### config.mk
export PLATFORM = sky130hd
export DESIGN_NAME = neighbor_table_with_aging
export DESIGN_NICKNAME = d
export VERILOG_FILES = /design/src/hdl/nt_pkg.sv /design/src/hdl/nt_ram.sv /design/src/hdl/neighbor_table_with_aging.sv
export SDC_FILE = /design/constraint.sdc
export NUM_CORES = 1
export LEC_CHECK = 0
export ABC_AREA = 1
export BUFFER_PORTS_ARGS = -buffer_cell sky130_fd_sc_hd__buf_2
export CAP_MARGIN = 15
export CORE_MARGIN = 3
export CORE_UTILIZATION = 25
export DETAILED_ROUTE_END_ITERATION = 6
export GPL_TIMING_DRIVEN = 0
export HOLD_SLACK_MARGIN = 0.06
export PLACE_DENSITY = 0.36
export SYNTH_ARGS = -nofsm -noshare
export SYNTH_HDL_FRONTEND = slang
export SYNTH_SLANG_ARGS = --single-unit
export TNS_END_PERCENT = 5
### constraint.sdc
create_clock -name i_clk -period 4.3 [get_ports i_clk]
set_input_delay 0.645 -clock i_clk [delete_from_list [all_inputs] [get_ports i_clk]]
set_output_delay 0.645 -clock i_clk [all_outputs]
set_load 0.01 [all_outputs]
### src/hdl/nt_pkg.sv
// ----------------------------------------------------------------------------
// nt_pkg
// Shared sizes, codes, sequencer states and the genome record packer for the
// neighbor table with aging.
// ----------------------------------------------------------------------------
`default_nettype none

package nt_pkg;

    localparam int NBR_SLOTS = 16;
    localparam int NBR_AW    = $clog2(NBR_SLOTS);
    localparam int NBR_CW    = $clog2(NBR_SLOTS + 1);
    localparam int GEN_SLOTS = 32;
    localparam int GEN_AW    = $clog2(GEN_SLOTS);
    localparam int GEN_CW    = $clog2(GEN_SLOTS + 1);
    localparam int HIST_LEN  = 16;
    localparam int HIST_AW   = $clog2(HIST_LEN);
    localparam int IDX_W     = (GEN_CW > NBR_CW) ? GEN_CW : NBR_CW;

    localparam int NBR_W     = 48;
    localparam int GEN_W     = 64;

    localparam logic [1:0] REQ_SWEEP   = 2'd0;
    localparam logic [1:0] REQ_MSG     = 2'd1;
    localparam logic [1:0] REQ_FITNESS = 2'd2;
    localparam logic [1:0] REQ_UNUSED  = 2'd3;

    localparam logic CFG_AGE_LIMIT = 1'b0;
    localparam logic CFG_FOOD_ID   = 1'b1;

    localparam logic [7:0] DEAD_FIT = 8'd255;

    typedef enum logic [3:0] {
        S_IDLE,
        S_SW_RD,
        S_SW_CHK,
        S_SW_MV,
        S_NU_RD,
        S_NU_CHK,
        S_GU_RD,
        S_GU_CHK,
        S_SC_RD,
        S_SC_CHK,
        S_FIN
    } t_state;

    // hundreds, tens, ones of an 8-bit value by reciprocal multiplication
    function automatic logic [11:0] split3(input logic [7:0] v);
        logic [13:0] m;
        logic [1:0]  q;
        logic [6:0]  r;
        logic [14:0] p;
        logic [3:0]  t;
        logic [3:0]  o;
        m = 14'(v) * 14'd41;
        q = m[13:12];
        r = 7'(v - 8'(q) * 8'd100);
        p = 15'(r) * 15'd205;
        t = p[14:11];
        o = 4'(r - 7'(t) * 7'd10);
        split3 = {o, t, 2'b00, q};
        return split3;
    endfunction

    function automatic logic [63:0] pack_genome(input logic [7:0] id,
                                                input logic [7:0] a,
                                                input logic [7:0] b,
                                                input logic [7:0] c,
                                                input logic [7:0] parent,
                                                input logic [7:0] fit);
        logic [11:0] da;
        logic [11:0] db;
        logic [11:0] dc;
        da = split3(a);
        db = split3(b);
        dc = split3(c);
        pack_genome = {8'd0, fit, parent, dc[7:0], db, da, id};
        return pack_genome;
    endfunction

endpackage

`default_nettype wire

### src/hdl/nt_ram.sv
// ----------------------------------------------------------------------------
// nt_ram
// Simple dual-port RAM, one write and one read port, registered read data.
// ----------------------------------------------------------------------------
`default_nettype none

module nt_ram #(
    parameter int DEPTH = 16,
    parameter int WIDTH = 48
) (
    input  wire logic                     i_clk,
    input  wire logic                     i_we,
    input  wire logic [$clog2(DEPTH)-1:0] i_waddr,
    input  wire logic [WIDTH-1:0]         i_wdata,
    input  wire logic [$clog2(DEPTH)-1:0] i_raddr,
    output logic      [WIDTH-1:0]         o_rdata
);

    logic [WIDTH-1:0] r_mem [DEPTH];

    always_ff @(posedge i_clk) begin
        if (i_we) begin
            r_mem[i_waddr] <= i_wdata;
        end
        o_rdata <= r_mem[i_raddr];
    end

endmodule

`default_nettype wire

### src/hdl/neighbor_table_with_aging.sv
// ----------------------------------------------------------------------------
// neighbor_table_with_aging
// Neighbor table with aging sweep, genome record table and food history ring.
// ----------------------------------------------------------------------------
// One item at a time. A sweep takes a read and a check step per valid
// neighbor plus a move step per dropped entry; a message takes a read and
// a check step per neighbor searched and per genome record searched; every
// item then scans the neighbor table for the food beacon, a read and a check
// step per entry. A walk that reaches its end closes with one more read step,
// and the item ends with a step to post the result. All of it is set by the
// single-port-per-direction RAM walks, which take one entry at a time. The
// result waits in an output register; the next item is taken once the block
// is back in idle.
`default_nettype none

module neighbor_table_with_aging (
    input  wire logic                      i_clk,
    input  wire logic                      i_rst_n,
    input  wire logic                      i_cfg_we,
    input  wire logic                      i_cfg_idx,
    input  wire logic [15:0]               i_cfg_data,
    input  wire logic                      i_valid,
    output logic                           o_ready,
    input  wire logic [1:0]                i_req_type,
    input  wire logic [31:0]               i_now_ticks,
    input  wire logic [7:0]                i_sender_id,
    input  wire logic [7:0]                i_distance,
    input  wire logic [7:0]                i_genome_word_a,
    input  wire logic [7:0]                i_genome_word_b,
    input  wire logic [7:0]                i_genome_word_c,
    input  wire logic [7:0]                i_parent_id,
    input  wire logic [7:0]                i_sender_fitness,
    input  wire logic                      i_genome_enable,
    output logic                           o_valid,
    input  wire logic                      i_ready,
    output logic                           o_food_present,
    output logic [4:0]                     o_neighbor_count,
    output logic [5:0]                     o_genome_count
);

    nt_pkg::t_state r_state, n_state;

    logic [15:0] r_age_limit;
    logic [7:0]  r_food_id;

    logic [1:0]  r_req;
    logic [31:0] r_now;
    logic [7:0]  r_sender, r_dist, r_wa, r_wb, r_wc, r_parent, r_fit;
    logic        r_gen_en;

    logic [nt_pkg::IDX_W-1:0]  r_k, n_k;
    logic [nt_pkg::NBR_CW-1:0] r_nbr_total, n_nbr_total;
    logic [nt_pkg::GEN_CW-1:0] r_gen_total, n_gen_total;
    logic                      r_found, n_found;

    logic [nt_pkg::HIST_LEN-1:0] r_hist;
    logic [nt_pkg::HIST_AW-1:0]  r_hptr;

    logic                        r_out_valid, r_food_out;
    logic [4:0]                  r_nbr_out;
    logic [5:0]                  r_gen_out;

    logic                        nbr_we;
    logic [nt_pkg::NBR_AW-1:0]   nbr_waddr, nbr_raddr;
    logic [nt_pkg::NBR_W-1:0]    nbr_wdata, nbr_rd;
    logic                        gen_we;
    logic [nt_pkg::GEN_AW-1:0]   gen_waddr, gen_raddr;
    logic [nt_pkg::GEN_W-1:0]    gen_wdata, gen_rd;

    logic accept, gen_go, stale, nbr_end, gen_end, out_free;
    logic [nt_pkg::IDX_W-1:0] k_dec;

    assign o_ready  = (r_state == nt_pkg::S_IDLE);
    assign accept   = i_valid && o_ready;
    assign gen_go   = r_gen_en && (r_sender != r_food_id) && (r_fit != nt_pkg::DEAD_FIT);
    assign stale    = (r_now - nbr_rd[39:8]) > {16'd0, r_age_limit};
    assign nbr_end  = (r_k == nt_pkg::IDX_W'(r_nbr_total));
    assign gen_end  = (r_k == nt_pkg::IDX_W'(r_gen_total));
    assign out_free = !r_out_valid || i_ready;
    assign k_dec    = r_k - 1'b1;

    nt_ram #(.DEPTH(nt_pkg::NBR_SLOTS), .WIDTH(nt_pkg::NBR_W)) u_nbr_ram (
        .i_clk   (i_clk),
        .i_we    (nbr_we),
        .i_waddr (nbr_waddr),
        .i_wdata (nbr_wdata),
        .i_raddr (nbr_raddr),
        .o_rdata (nbr_rd)
    );

    nt_ram #(.DEPTH(nt_pkg::GEN_SLOTS), .WIDTH(nt_pkg::GEN_W)) u_gen_ram (
        .i_clk   (i_clk),
        .i_we    (gen_we),
        .i_waddr (gen_waddr),
        .i_wdata (gen_wdata),
        .i_raddr (gen_raddr),
        .o_rdata (gen_rd)
    );

    always_comb begin
        n_state = r_state;
        case (r_state)
            nt_pkg::S_IDLE: begin
                if (i_valid) begin
                    case (i_req_type)
                        nt_pkg::REQ_SWEEP: n_state = nt_pkg::S_SW_RD;
                        nt_pkg::REQ_MSG:   n_state = nt_pkg::S_NU_RD;
                        default:           n_state = nt_pkg::S_SC_RD;
                    endcase
                end
            end
            nt_pkg::S_SW_RD:  n_state = (r_k == '0) ? nt_pkg::S_SC_RD : nt_pkg::S_SW_CHK;
            nt_pkg::S_SW_CHK: n_state = stale ? nt_pkg::S_SW_MV : nt_pkg::S_SW_RD;
            nt_pkg::S_SW_MV:  n_state = nt_pkg::S_SW_RD;
            nt_pkg::S_NU_RD: begin
                if (nbr_end) begin
                    n_state = gen_go ? nt_pkg::S_GU_RD : nt_pkg::S_SC_RD;
                end else begin
                    n_state = nt_pkg::S_NU_CHK;
                end
            end
            nt_pkg::S_NU_CHK: begin
                if (nbr_rd[47:40] == r_sender) begin
                    n_state = gen_go ? nt_pkg::S_GU_RD : nt_pkg::S_SC_RD;
                end else begin
                    n_state = nt_pkg::S_NU_RD;
                end
            end
            nt_pkg::S_GU_RD:  n_state = gen_end ? nt_pkg::S_SC_RD : nt_pkg::S_GU_CHK;
            nt_pkg::S_GU_CHK: begin
                n_state = (gen_rd[7:0] == r_sender) ? nt_pkg::S_SC_RD : nt_pkg::S_GU_RD;
            end
            nt_pkg::S_SC_RD:  n_state = nbr_end ? nt_pkg::S_FIN : nt_pkg::S_SC_CHK;
            nt_pkg::S_SC_CHK: n_state = nt_pkg::S_SC_RD;
            nt_pkg::S_FIN:    n_state = out_free ? nt_pkg::S_IDLE : nt_pkg::S_FIN;
            default:          n_state = nt_pkg::S_IDLE;
        endcase
    end

    always_comb begin
        n_k         = r_k;
        n_nbr_total = r_nbr_total;
        n_gen_total = r_gen_total;
        n_found     = r_found;
        nbr_we      = 1'b0;
        nbr_waddr   = r_k[nt_pkg::NBR_AW-1:0];
        nbr_wdata   = {r_sender, r_now, r_dist};
        nbr_raddr   = r_k[nt_pkg::NBR_AW-1:0];
        gen_we      = 1'b0;
        gen_waddr   = r_k[nt_pkg::GEN_AW-1:0];
        gen_wdata   = nt_pkg::pack_genome(r_sender, r_wa, r_wb, r_wc, r_parent, r_fit);
        gen_raddr   = r_k[nt_pkg::GEN_AW-1:0];
        case (r_state)
            nt_pkg::S_IDLE: begin
                if (i_valid) begin
                    n_found = 1'b0;
                    n_k = (i_req_type == nt_pkg::REQ_SWEEP) ?
                          nt_pkg::IDX_W'(r_nbr_total) : '0;
                end
            end
            nt_pkg::S_SW_RD: begin
                nbr_raddr = k_dec[nt_pkg::NBR_AW-1:0];
            end
            nt_pkg::S_SW_CHK: begin
                n_k = k_dec;
                nbr_raddr = nt_pkg::NBR_AW'(r_nbr_total - 1'b1);
            end
            nt_pkg::S_SW_MV: begin
                nbr_we      = 1'b1;
                nbr_wdata   = nbr_rd;
                n_nbr_total = r_nbr_total - 1'b1;
            end
            nt_pkg::S_NU_RD: begin
                if (nbr_end) begin
                    nbr_we = 1'b1;
                    n_k    = '0;
                    if (r_nbr_total < nt_pkg::NBR_CW'(nt_pkg::NBR_SLOTS)) begin
                        nbr_waddr   = r_nbr_total[nt_pkg::NBR_AW-1:0];
                        n_nbr_total = r_nbr_total + 1'b1;
                    end else begin
                        nbr_waddr = nt_pkg::NBR_AW'(nt_pkg::NBR_SLOTS - 1);
                    end
                end
            end
            nt_pkg::S_NU_CHK: begin
                if (nbr_rd[47:40] == r_sender) begin
                    nbr_we = 1'b1;
                    n_k    = '0;
                end else begin
                    n_k = r_k + 1'b1;
                end
            end
            nt_pkg::S_GU_RD: begin
                if (gen_end) begin
                    gen_we = 1'b1;
                    n_k    = '0;
                    if (r_gen_total < nt_pkg::GEN_CW'(nt_pkg::GEN_SLOTS)) begin
                        gen_waddr   = r_gen_total[nt_pkg::GEN_AW-1:0];
                        n_gen_total = r_gen_total + 1'b1;
                    end else begin
                        gen_waddr = nt_pkg::GEN_AW'(nt_pkg::GEN_SLOTS - 1);
                    end
                end
            end
            nt_pkg::S_GU_CHK: begin
                if (gen_rd[7:0] == r_sender) begin
                    gen_we = 1'b1;
                    n_k    = '0;
                end else begin
                    n_k = r_k + 1'b1;
                end
            end
            nt_pkg::S_SC_CHK: begin
                if (nbr_rd[47:40] == r_food_id) begin
                    n_found = 1'b1;
                end
                n_k = r_k + 1'b1;
            end
            default: begin
            end
        endcase
    end

    always_ff @(posedge i_clk) begin
        if (!i_rst_n) begin
            r_state     <= nt_pkg::S_IDLE;
            r_age_limit <= 16'd32;
            r_food_id   <= 8'd0;
            r_k         <= '0;
            r_nbr_total <= '0;
            r_gen_total <= '0;
            r_found     <= 1'b0;
            r_hist      <= '0;
            r_hptr      <= '0;
            r_out_valid <= 1'b0;
        end else begin
            r_state     <= n_state;
            r_k         <= n_k;
            r_nbr_total <= n_nbr_total;
            r_gen_total <= n_gen_total;
            r_found     <= n_found;
            if (i_cfg_we) begin
                case (i_cfg_idx)
                    nt_pkg::CFG_AGE_LIMIT: r_age_limit <= i_cfg_data;
                    nt_pkg::CFG_FOOD_ID:   r_food_id   <= i_cfg_data[7:0];
                    default: begin
                    end
                endcase
            end
            if (r_out_valid && i_ready) begin
                r_out_valid <= 1'b0;
            end
            if (r_state == nt_pkg::S_FIN && out_free) begin
                r_out_valid <= 1'b1;
                if (r_req == nt_pkg::REQ_FITNESS) begin
                    r_hist[r_hptr] <= r_found;
                    r_hptr <= (r_hptr == nt_pkg::HIST_AW'(nt_pkg::HIST_LEN - 1)) ?
                              '0 : r_hptr + 1'b1;
                end
            end
        end
    end

    always_ff @(posedge i_clk) begin
        if (accept) begin
            r_req    <= i_req_type;
            r_now    <= i_now_ticks;
            r_sender <= i_sender_id;
            r_dist   <= i_distance;
            r_wa     <= i_genome_word_a;
            r_wb     <= i_genome_word_b;
            r_wc     <= i_genome_word_c;
            r_parent <= i_parent_id;
            r_fit    <= i_sender_fitness;
            r_gen_en <= i_genome_enable;
        end
        if (r_state == nt_pkg::S_FIN && out_free) begin
            r_food_out <= r_found;
            r_nbr_out  <= 5'(r_nbr_total);
            r_gen_out  <= 6'(r_gen_total);
        end
    end

    assign o_valid          = r_out_valid;
    assign o_food_present   = r_food_out;
    assign o_neighbor_count = r_nbr_out;
    assign o_genome_count   = r_gen_out;

endmodule

`default_nettype wire
==> run metrics, run 1 <==
total gr overflow=0; final cell count without fillers=~7,000; Period minus WS final=4.156 ns; layout cell share with drive strength beyond 1=11.64%; Total GRT Usage=18.12%; CTS root buffer=clkbuf_16; port buffer count=between 80 and 90; Tcrit/Tclk final=96.66%; ANT nets after route=0; Crit. End Element=register; antenna violations before repair=7; RSZ-0062 raised after global routing=yes; DP HPWL=~120 mm; Clock Latency Late Sink=0.78 ns; CTS tree=yes; htree depth=3; global-route wire length before repair=between 200 and 250 mm; top_reg_cell synth=edfxtp_1; Seq pwr share=between 20 and 30%; worst-case clock buffer depth=3; FF+latch count, synth=1,052; Initial Util=roughly 25%; Avg Cell Area, Syn=between 10 and 15 sq um; # setup viols final=0; most frequent cells in the layout=edfxtp_1 (957), nand2_1 (778), inv_1 (572); Net Sw Power=approximately 20,000 uW; clock power share=about 22%; Slew Limit Fails=0; most common cell after layout, fill and taps aside=edfxtp_1; Final Hold Fails=0; Iteration-0 DRC Markers=between 2,000 and 3,000; Layout Skew=~0.053 ns; number of global-route vias before repair=30,860; class of the tightest hold or removal check=primary input to register; Critical Path AT=between 4 and 5 ns; CTS sink count=1,052; Layout fillers=approximately 19,000; Async S/R FF share, synth=0%; Post-Place Cells=6,611; Power Density=814.3 nW/um^2; # DRC=0; Slew HR=a little under a fifth; std cell rows=roughly 160; IO Pins=roughly 130; Required @ worst endpoint=~4.8 ns; switch share=between 40% and 50%; drt first pass iters=5; max_cap viols=0; nets@finish=4,593; Mapped Area=roughly 45,000 sq um; Area Overhead vs Synth=20.44%; via/cell ratio=about 4.6; Final Core Density=roughly 30%; largest net degree at the start of global routing=34; leakage power=0.02023 uW; Startpoint Class=register; Cells after Synth=a little over 4,000; clk slew on worst S/H paths=approximately 0.06 ns; critical path class=register to register; die height=approximately 430 um; TNS Setup=0 ns; Die Area=186,900 sq um; Num CTS Buffers=around 120; WL/cell=between 20 and 30 um; Max VDD drop=0.4239 mV; total wire length=172.3 mm; syn_nets=about 4,300; max frequency=between 0.2 and 0.25 GHz; outcome=completed; RePlAce Congestion=0.8392; Worst Max-Slew Pin Slew=between 1 and 1.5 ns; CP Max Fanout=19; vias=~32,000; Seq/Total Area, Yosys=approximately two thirds; Post-synth EDFFs=about 960; Die Wd=432.3 um; Cell Int Power=about 24,000 uW; Syn. warnings=0; combinational share of power=about 48%; synth unique cells=between 50 and 60; core region area=~180,000 sq um
[metal layers]
layer	share of wire [%]	wire (um)	GRT usage, %
met4	2.2	3861	4.217
met3	3.6	6266	2.239
met2	49	84570	31.12
met1	45	77560	24.32
met5	0	0	0
[sequential cells by signal, summed over array words and instances (netlist names)]
name	count
r_age_limit	16
r_nbr_total	5
o_neighbor_count	5
r_k	6
r_now	32
r_fit	8
u_nbr_ram.r_mem	640
u_gen_ram.o_rdata	8
r_gen_en	1
u_nbr_ram.o_rdata	40
r_sender	8
r_found	1
r_state	4
r_gen_total	6
r_food_id	8
o_valid	1
u_gen_ram.r_mem	256
o_food_present	1
o_genome_count	6
[synthesized netlist by cell type, drive strengths merged (4+ instances only)]
cell	number	share of area [%]
edfxtp	957	63
nand2	780	6.5
clkbuf	106	0.88
clkinv	4	0.039
nor2	294	2.5
ha	52	1.4
o211ai	269	4.5
a21oi	97	1.1
nand3	178	2.0
o21ai	354	3.9
xnor2	10	0.19
xor2	31	0.60
o221ai	56	1.1
a31oi	5	0.069
dfxtp	95	4.2
o22ai	53	0.82
nor3	20	0.22
buf	100	1.2
nand4	27	0.37
inv	582	4.8
[area by class of cell]
type                    count  area, sq um  area share [%]
diodes                      3        7.507         0.01372
plain buffers             206        965.9           1.765
clock buffers             181         3390           6.193
clock inverters            38        371.6          0.6790
inverters                 586         2205           4.028
multi-input cells        2252        11930           21.79
flip-flops and latches   1052        30640           55.99
well taps                2355         2947           5.384
repair buffers            211         2277           4.161
[per-stage QoR]
stage / power (uW) / setup WS (ns) / cell area [sq um] / hold slack, ns
floorplan: 24730 / 0.4708 / 45440 / 0.4029
global placement: 34440 / -4.851 / 48810 / 0.4510
detailed placement: 34920 / -0.7193 / 50370 / 0.4582
CTS: 45040 / -0.01875 / 54650 / 0.1238
global route: 47200 / -0.01078 / 54730 / 0.1077
finish: 44560 / 0.1435 / 54730 / 0.1488
[worst paths after layout]
path | start | end | cells after the start | slack (ns)
min reg2reg | r_nbr_total[2] | o_neighbor_count[2] | 0 | 0.47
max reg2reg | r_nbr_total[0] | u_nbr_ram.r_mem[1][23] | 11 | 0.14
max | r_nbr_total[0] | u_nbr_ram.r_mem[1][23] | 11 | 0.14
min | i_now_ticks[31] | r_now[31] | 1 | 0.15
[power groups by stage]
stage | Sequential (uW) | Clock, uW | Combinational (uW)
after global routing | 13300 | 10600 | 23300
after floorplan | 13300 | 0 | 11500
after detailed placement | 13500 | 0 | 21400
after CTS | 13300 | 10200 | 21600
final | 13200 | 9950 | 21400
after global placement | 13800 | 0 | 20600
[worst max-delay path, cell delays in order, from the launching register on]
cell      delay, ns
dfxtp_1        0.36
clkbuf_1       0.44
o22ai_1        0.19
nor3_1         0.15
nand2_1        0.17
nor2_2         0.32
nand2_1        0.25
o22ai_1        0.45
nand3_1        0.46
nor2_4         0.54
buf_12         0.27
buf_12         0.21
[repair_timing]
action | CTS | global route
buffers inserted | 0 | 3
endpoints found under the hold margin | 48 | 0
hold buffers | 48 | 0
pin swaps | 0 | 3
gates resized for setup | 18 | 15
setup endpoints to repair | 58 | 152
[logic make-up (layout without fill, tap and decap cells)]
group | after synthesis | in the layout | synth area share, %
other | 0 | 3 | 0
AOI/OAI and AO/OA | 847 | 847 | 11.65
buffers and inverters | 792 | 1222 | 6.911
xor gates and xnor gates | 41 | 41 | 0.7903
and+or+nand+nor | 1311 | 1311 | 11.74
DFF | 1052 | 1052 | 67.43
adders and majority gates | 53 | 53 | 1.476
(Power assumes the default switching activity.)
==> run 2: changes to the inputs <==
- ABC_AREA: 1 -> unset
- CTS_CLUSTER_SIZE: unset -> 40
==> run 2 against run 1 <==
Compared with the run above: the flow now finishes with violations (negative setup slack); critical endpoint is now r_state[1]; clock skew shrank 0.021 ns; largest cell class unchanged; via count down 26%; register-to-register slack worse by 0.76 ns.
==> run metrics, run 2 <==
syn_nets=2,596 (-39%); top_reg_cell synth=edfxtp_1; RePlAce Congestion=0.7834 (-6.6%); Commonest cells post-synth=edfxtp_1 (957), mux4_2 (240), nand2_1 (185); Post-synth EDFFs=957 (unchanged); Die Wd=420.6 um (-2.7%); Clock Latency Late Sink=0.74 ns (-0.04 ns); RSZ-0062 raised after global routing=yes; CTS sink count=1,052 (unchanged); Avg Cell Area, Syn=17.68 sq um (+59%); core region area=170,000 sq um (-5.3%); FF+latch count, synth=1,052 (unchanged); class of the tightest hold or removal check=primary input to register; Levels on crit path=23 (+12); CTS root buffer=clkbuf_16; total gr overflow=0 (unchanged); # DRC=0 (unchanged); Max VDD drop=0.4258 mV (+0.44%); Largest register FFs=640 (unchanged); beginning of the worst hold path=i_cfg_data[11]; most flop-heavy register=u_nbr_ram.r_mem; max frequency=0.2034 GHz (-15%); vias=23,430 (-26%); most frequent cells in the layout=edfxtp_1 (957), mux4_2 (240), nand2_1 (184); Power Density=745.4 nW/um^2 (-8.5%); Buf/Inv on CP=6 (+3); WL/cell=24.47 um (-2.2%); worst setup path start=r_now[1]; ANT nets after route=0 (unchanged); slowest stage delay, CP=0.44 ns (-0.10 ns); clk slew on worst S/H paths=0.06 ns (about the same); # setup viols final=38 (+38); Seq/Total Area, Yosys=71.30% (+3.9 points); CTS tree=yes; routed wl met2=58.99 mm (-30%); top cells by area, synth=edfxtp_1 (67%), mux4_2 (13%), dfxtp_1 (4.4%); largest area contributor in the netlist=edfxtp_1; CP top delay family=simple AND/OR/NAND/NOR gates; Layout Skew=0.03192 ns (-0.02094 ns); final worst setup slack=-0.6157 ns (-0.7592 ns); IO Pins=127 (unchanged); Area Overhead vs Synth=21.41%; Post-Place Cells=4,774 (-28%); leakage power=0.01662 uW (-18%); via/cell ratio=4.621 (+0.77%); Syn. warnings=0 (unchanged); CP dominant cell by count=buf_4; Iteration-0 DRC Markers=1,786 (-29%); total wire length=124.1 mm (-28%); largest net degree at the start of global routing=43 (+26%); layout cell share with drive strength beyond 1=27.05% (+15 points); Total GRT Usage=13.87% (-4.2 points); most common cell after layout, fill and taps aside=edfxtp_1; antenna violations before repair=2 (-5); critical path class=register to register; Startpoint Class=register; final cell count without fillers=5,070 (-26%); Final Hold Fails=0 (unchanged); CP Max Fanout=2 (-17); Yosys top cell area share=66.88% (+3.6 points); Critical Path AT=5.47 ns (+0.85 ns); WL met1=56.29 mm (-27%); Reg-to-Reg Start=r_now[1]; Die Area=176,900 sq um (-5.4%); Async S/R FF share, synth=0% (unchanged); synth unique cells=64 (+23%); drt first pass iters=5 (unchanged); Layout fillers=16,640 (-10%); Num CTS Buffers=118 (unchanged); Max Used Layer=met4; FF-to-FF path depth=23 (+12); met3 WL=5.731 mm (-8.5%); worst-case clock buffer depth=3 (unchanged); Power, Total=38,890 uW (-13%); Crit. End Element=register; number of global-route vias before repair=24,640 (-20%); global-route wire length before repair=177.0 mm (-27%); Slew Limit Fails=0 (unchanged); top flop regs=u_nbr_ram.r_mem x640, u_gen_ram.r_mem x256, u_nbr_ram.o_rdata x40; port buffer count=86 (+1.2%); DP HPWL=86.03 mm (-30%); die height=420.6 um (-2.7%); nets@finish=2,914 (-37%); Mapped Area=42,970 sq um (-5.4%); Slew HR=23.94% (+5.6 points); Worst Max-Slew Pin Slew=1.141 ns (-0.08414 ns); outcome=complete, but fails checks; Hold Path Stages=3 (+2); max_cap viols=0 (unchanged); Period minus WS final=4.916 ns (+0.7592 ns); crit-path cells=ha_1, nor2b_4, o2111ai_4, nand2_2, buf_4, buf_4, buf_4, buf_4, buf_4, buf_4, nor2_2, nor2_2, ha_1, nand4_1, or3_4, o22ai_4, a21oi_4, nor4_2, and4_1, nand4_1, nor4_2, nor4b_4, a31oi_4; slowest CP cell=edfxtp_1; cell with the most instances after synthesis=edfxtp_1; failing checks=negative setup slack; Cells after Synth=2,430 (-41%); std cell rows=151 (-2.6%); htree depth=3 (unchanged); Initial Util=25.27% (-0.031 points); Tcrit/Tclk final=114.3% (+18 points); Required @ worst endpoint=4.85 ns (+0.09 ns); hold slack=0.1746 ns (+0.02578 ns)
==> run 2: changes by cell type after synthesis, sizes merged, moves of 52 or more <==
cell,change
a31oi,+52
and2,+52
inv,-520
mux4,+240
nand2,-595
nand3,-158
nor2,-191
o211ai,-266
o21ai,-310
o221ai,-55
==> run 2: layer usage <==
layer / global-route usage [%] / up-vias
li1: - / 10330
met2: 22.71 / 544
met4: 3.809 / 0
met5: 0 / -
met3: 2.582 / 178
met1: 18.84 / 12380
==> run 2: worst paths after layout <==
path	end	slack, ns
setup / recovery	r_state[1]	-0.62
hold reg to reg	o_genome_count[3]	0.43
hold / removal	r_age_limit[11]	0.17
setup reg to reg	r_state[1]	-0.62
==> run 2: worst reg2reg max path: stages (launching register included) <==
cell and delay (ns):
edfxtp_1 0.44, ha_1 0.31, nor2b_4 0.14, o2111ai_4 0.27
nand2_2 0.10, buf_4 0.14, buf_4 0.12, buf_4 0.12
buf_4 0.12, buf_4 0.12, buf_4 0.12, nor2_2 0.09
nor2_2 0.08, ha_1 0.31, nand4_1 0.13, or3_4 0.40
o22ai_4 0.15, a21oi_4 0.07, nor4_2 0.34, and4_1 0.23
nand4_1 0.11, nor4_2 0.32, nor4b_4 0.31, a31oi_4 0.21
==> run 2: where the power goes <==
part	switching [uW]	internal, uW	leakage, uW
Sequential	525	12600	0.00941
Combinational	9100	6510	0.00529
Clock	4220	5930	0.00193
Total	13800	25000	0.0166
==> run 2: final cells by class <==
type	count	area [sq um]	share of cell area, %
flip-flops and latches	1052	30640	58.73
multi-input cells	1194	12100	23.19
clock buffers	162	3351	6.423
well taps	2218	2775	5.319
repair buffers	195	1894	3.631
plain buffers	125	594.3	1.139
clock inverters	60	580.6	1.113
inverters	62	232.7	0.4461
diodes	2	5.005	0.009593
==> run 2: cell families (layout without fill, tap and decap cells) <==
kind of cell,Yosys count,in the layout,share of synthesized area (%)
DFF,1052,1052,71.30
and+or+nand+nor,474,477,5.174
AOI/OAI and AO/OA,294,294,4.531
muxes,291,291,13.90
buffers and inverters,187,604,1.922
xor gates and xnor gates,79,79,1.610
adders and majority gates,53,53,1.561
other,0,2,0
==> run 2: stage by stage <==
step                instance area [sq um]  setup slack (ns)  TNS (ns)  util [%]
finish                              52170           -0.6157    -1.759     30.68
global route                        52170           -0.8605    -61.03     30.68
CTS                                 51900           -0.5158    -2.163     30.52
detailed placement                  47130            -1.656    -48.60     27.71
global placement                    46180            -3.617  -2125.26     27.16
floorplan                           42970            0.2441         0         -
==> run 2: what timing repair did <==
action | 4_1_cts | 5_1_grt
resized for setup | 73 | 24
buffers inserted | 11 | 12
pin swaps | 16 | 29
hold buffers | 46 | 0
hold endpoints to repair | 46 | 0
setup endpoints to repair | 297 | 505
cloned | 0 | 3
==> run 3: changes to the inputs <==
- ABC_AREA: unset -> 1
- CORE_ASPECT_RATIO: unset -> 1.1
- CTS_BUF_LIST: unset -> sky130_fd_sc_hd__clkbuf_16
==> run 3 against run 2 <==
Compared with the run above: the flow now finishes without violations; clock power decreased by 4%; cell count rose by 37%; sequential share of layout area shrank 2.6 points; sequential cell count did not move; critical path type unchanged; largest power group unchanged; highest routed layer unchanged.
==> run metrics, run 3 (synthesis results as in run 1) <==
Startpoint Class=register; Initial Util=25.23% (-0.039 points); CTS root buffer=clkbuf_16; Clock Latency Late Sink=0.76 ns (+0.02 ns); # setup viols final=0 (-100%); Power, Total=44,460 uW (+14%); Tcrit/Tclk final=96.10% (-18 points); Die Area=186,900 sq um (+5.7%); CP top delay family=buffers and inverters; Iteration-0 DRC Markers=2,407 (+35%); CTS tree=yes; slowest stage delay, CP=0.41 ns (-0.03 ns); Buf/Inv on CP=8 (+2); max_cap viols=0 (unchanged); Period minus WS final=4.132 ns (-0.7833 ns); ANT nets after route=0 (unchanged); max frequency=0.2420 GHz (+19%); placed inst area=50,340 sq um (+6.8%); Die Wd=412.5 um (-1.9%); Slew Limit Fails=0 (unchanged); largest net degree at the start of global routing=27 (-37%); DP HPWL=124.0 mm (+44%); core region area=180,100 sq um (+5.9%); Crit. End Element=register; via/cell ratio=4.598 (-0.51%); worst slack, placed=-0.8106 ns (+0.8449 ns); CP Max Fanout=10 (+8); class of the tightest hold or removal check=primary input to register; RSZ-0062 raised after global routing=yes; Largest register FFs=640 (unchanged); global-route wire length before repair=243.2 mm (+37%); most flop-heavy register=u_nbr_ram.r_mem; final worst setup slack=0.1677 ns (+0.7833 ns); Critical Path AT=4.72 ns (-0.75 ns); Final Core Density=30.31% (-0.37 points); RePlAce Congestion=0.8090 (+3.3%); worst-case clock buffer depth=3 (unchanged); most common cell after layout, fill and taps aside=edfxtp_1; Power Density=814.6 nW/um^2 (+9.3%); critical path class=register to register; Num CTS Buffers=120 (+1.7%); WL/cell=25.05 um (+2.4%); Max VDD drop=0.5687 mV (+34%); FF-to-FF path depth=15 (-35%); Seq pwr share=29.8% (-4.0 points); htree depth=3 (unchanged); leakage power=0.02035 uW (+22%); Area Overhead vs Synth=20.11%; clock power share=21.9% (-4.2 points); # DRC=0 (unchanged); outcome=completed; final cell count without fillers=6,925 (+37%); top flop regs=u_nbr_ram.r_mem x640, u_gen_ram.r_mem x256, u_nbr_ram.o_rdata x40; drt first pass iters=6 (+1); total wire length=173.5 mm (+40%); Cell Int Power=23,810 uW (-4.9%); Required @ worst endpoint=4.88 ns (+0.03 ns); vias=31,840 (+36%); IO Pins=127 (unchanged); Total GRT Usage=18.35% (+4.5 points); most frequent cells in the layout=edfxtp_1 (957), nand2_1 (778), inv_1 (618); combinational share of power=48.3% (+8.1 points); layout cell share with drive strength beyond 1=11.12% (-16 points); Final Cell Area=54,580 sq um (+4.6%); Hold Path Stages=1 (-2); Post-Place Cells=6,650 (+39%); slowest CP cell=o221ai_1; Layout Skew=0.04031 ns (+0.008389 ns); CTS sink count=1,052 (unchanged); nets@finish=4,595 (+58%); total gr overflow=0 (unchanged); Levels on crit path=15 (-35%); Net Sw Power=20,650 uW (+49%); antenna violations before repair=5 (+3); die height=453.1 um (+7.7%); clk slew on worst S/H paths=0.06 ns (about the same); number of global-route vias before repair=31,340 (+27%); Slew HR=23.60% (-0.34 points); port buffer count=85 (-1.2%); crit-path cells=buf_2, clkinv_2, clkbuf_2, clkbuf_2, ha_1, xor2_1, a21oi_1, o21ai_1, buf_6, inv_1, clkbuf_4, buf_2, nand2_1, o221ai_1, nand2_1; std cell rows=163 (+7.9%); Final Hold Fails=0 (unchanged); switch share=46.44% (+11 points); Worst Max-Slew Pin Slew=1.146 ns (+0.005123 ns)
[run 3: through the flow]
step / hold WS [ns] / TNS, ns
2_1_floorplan: 0.4029 / 0
3_3_place_gp: 0.4610 / -2713.37
3_5_place_dp: 0.4644 / -19.59
4_1_cts: 0.07787 / 0
5_1_grt: 0.07517 / -0.1183
6_report: 0.1295 / 0
[run 3: repair_timing]
item,in CTS,in global routing
endpoints found under the setup margin,50,15
hold endpoints to repair,45,0
buffers inserted,0,4
pin swaps,0,1
resized for setup,22,5
hold buffers,45,0
gates cloned,0,0
[run 3: power groups by stage]
stage | Sequential, uW | Combinational [uW] | Clock [uW]
4_1_cts | 13300 | 21700 | 10000
2_1_floorplan | 13300 | 11500 | 0
3_5_place_dp | 13500 | 21600 | 0
3_3_place_gp | 13900 | 20700 | 0
5_1_grt | 13300 | 23400 | 10400
6_report | 13300 | 21500 | 9740
[run 3: path summary, 6_finish.rpt]
kind         slack (ns)                     to            start
max                0.17  u_nbr_ram.o_rdata[43]           r_k[1]
max reg2reg        0.17  u_nbr_ram.o_rdata[43]           r_k[1]
min                0.13              r_now[30]  i_now_ticks[30]
min reg2reg        0.47        r_age_limit[10]  r_age_limit[10]
[run 3: worst register-to-register path, cell delays in order (launching register included)]
cell and delay, ns:
dfxtp_1 0.33, buf_2 0.29, clkinv_2 0.25, clkbuf_2 0.32, clkbuf_2 0.33, ha_1 0.31
xor2_1 0.17, a21oi_1 0.14, o21ai_1 0.10, buf_6 0.16, inv_1 0.21, clkbuf_4 0.34
buf_2 0.33, nand2_1 0.10, o221ai_1 0.41, nand2_1 0.19
[run 3: final cells by class]
class	instances	area, sq um
Clock inverter	101	598.1
Sequential cell	1052	30640
Tap cell	2392	2993
Timing Repair Buffer	211	2208
Multi-Input combinational cell	2252	11880
Antenna cell	2	5.005
Clock buffer	123	3078
Fill cell	18440	125500
Buffer	206	967.2
Inverter	586	2205
[run 3: layer usage]
metal	global-route usage, %	share of wire, %	vias up
met5	0	0	-
met4	4.227	2.4	0
met3	2.292	3.8	221
met2	31.80	49	754
met1	24.36	44	15890
li1	-	-	14970
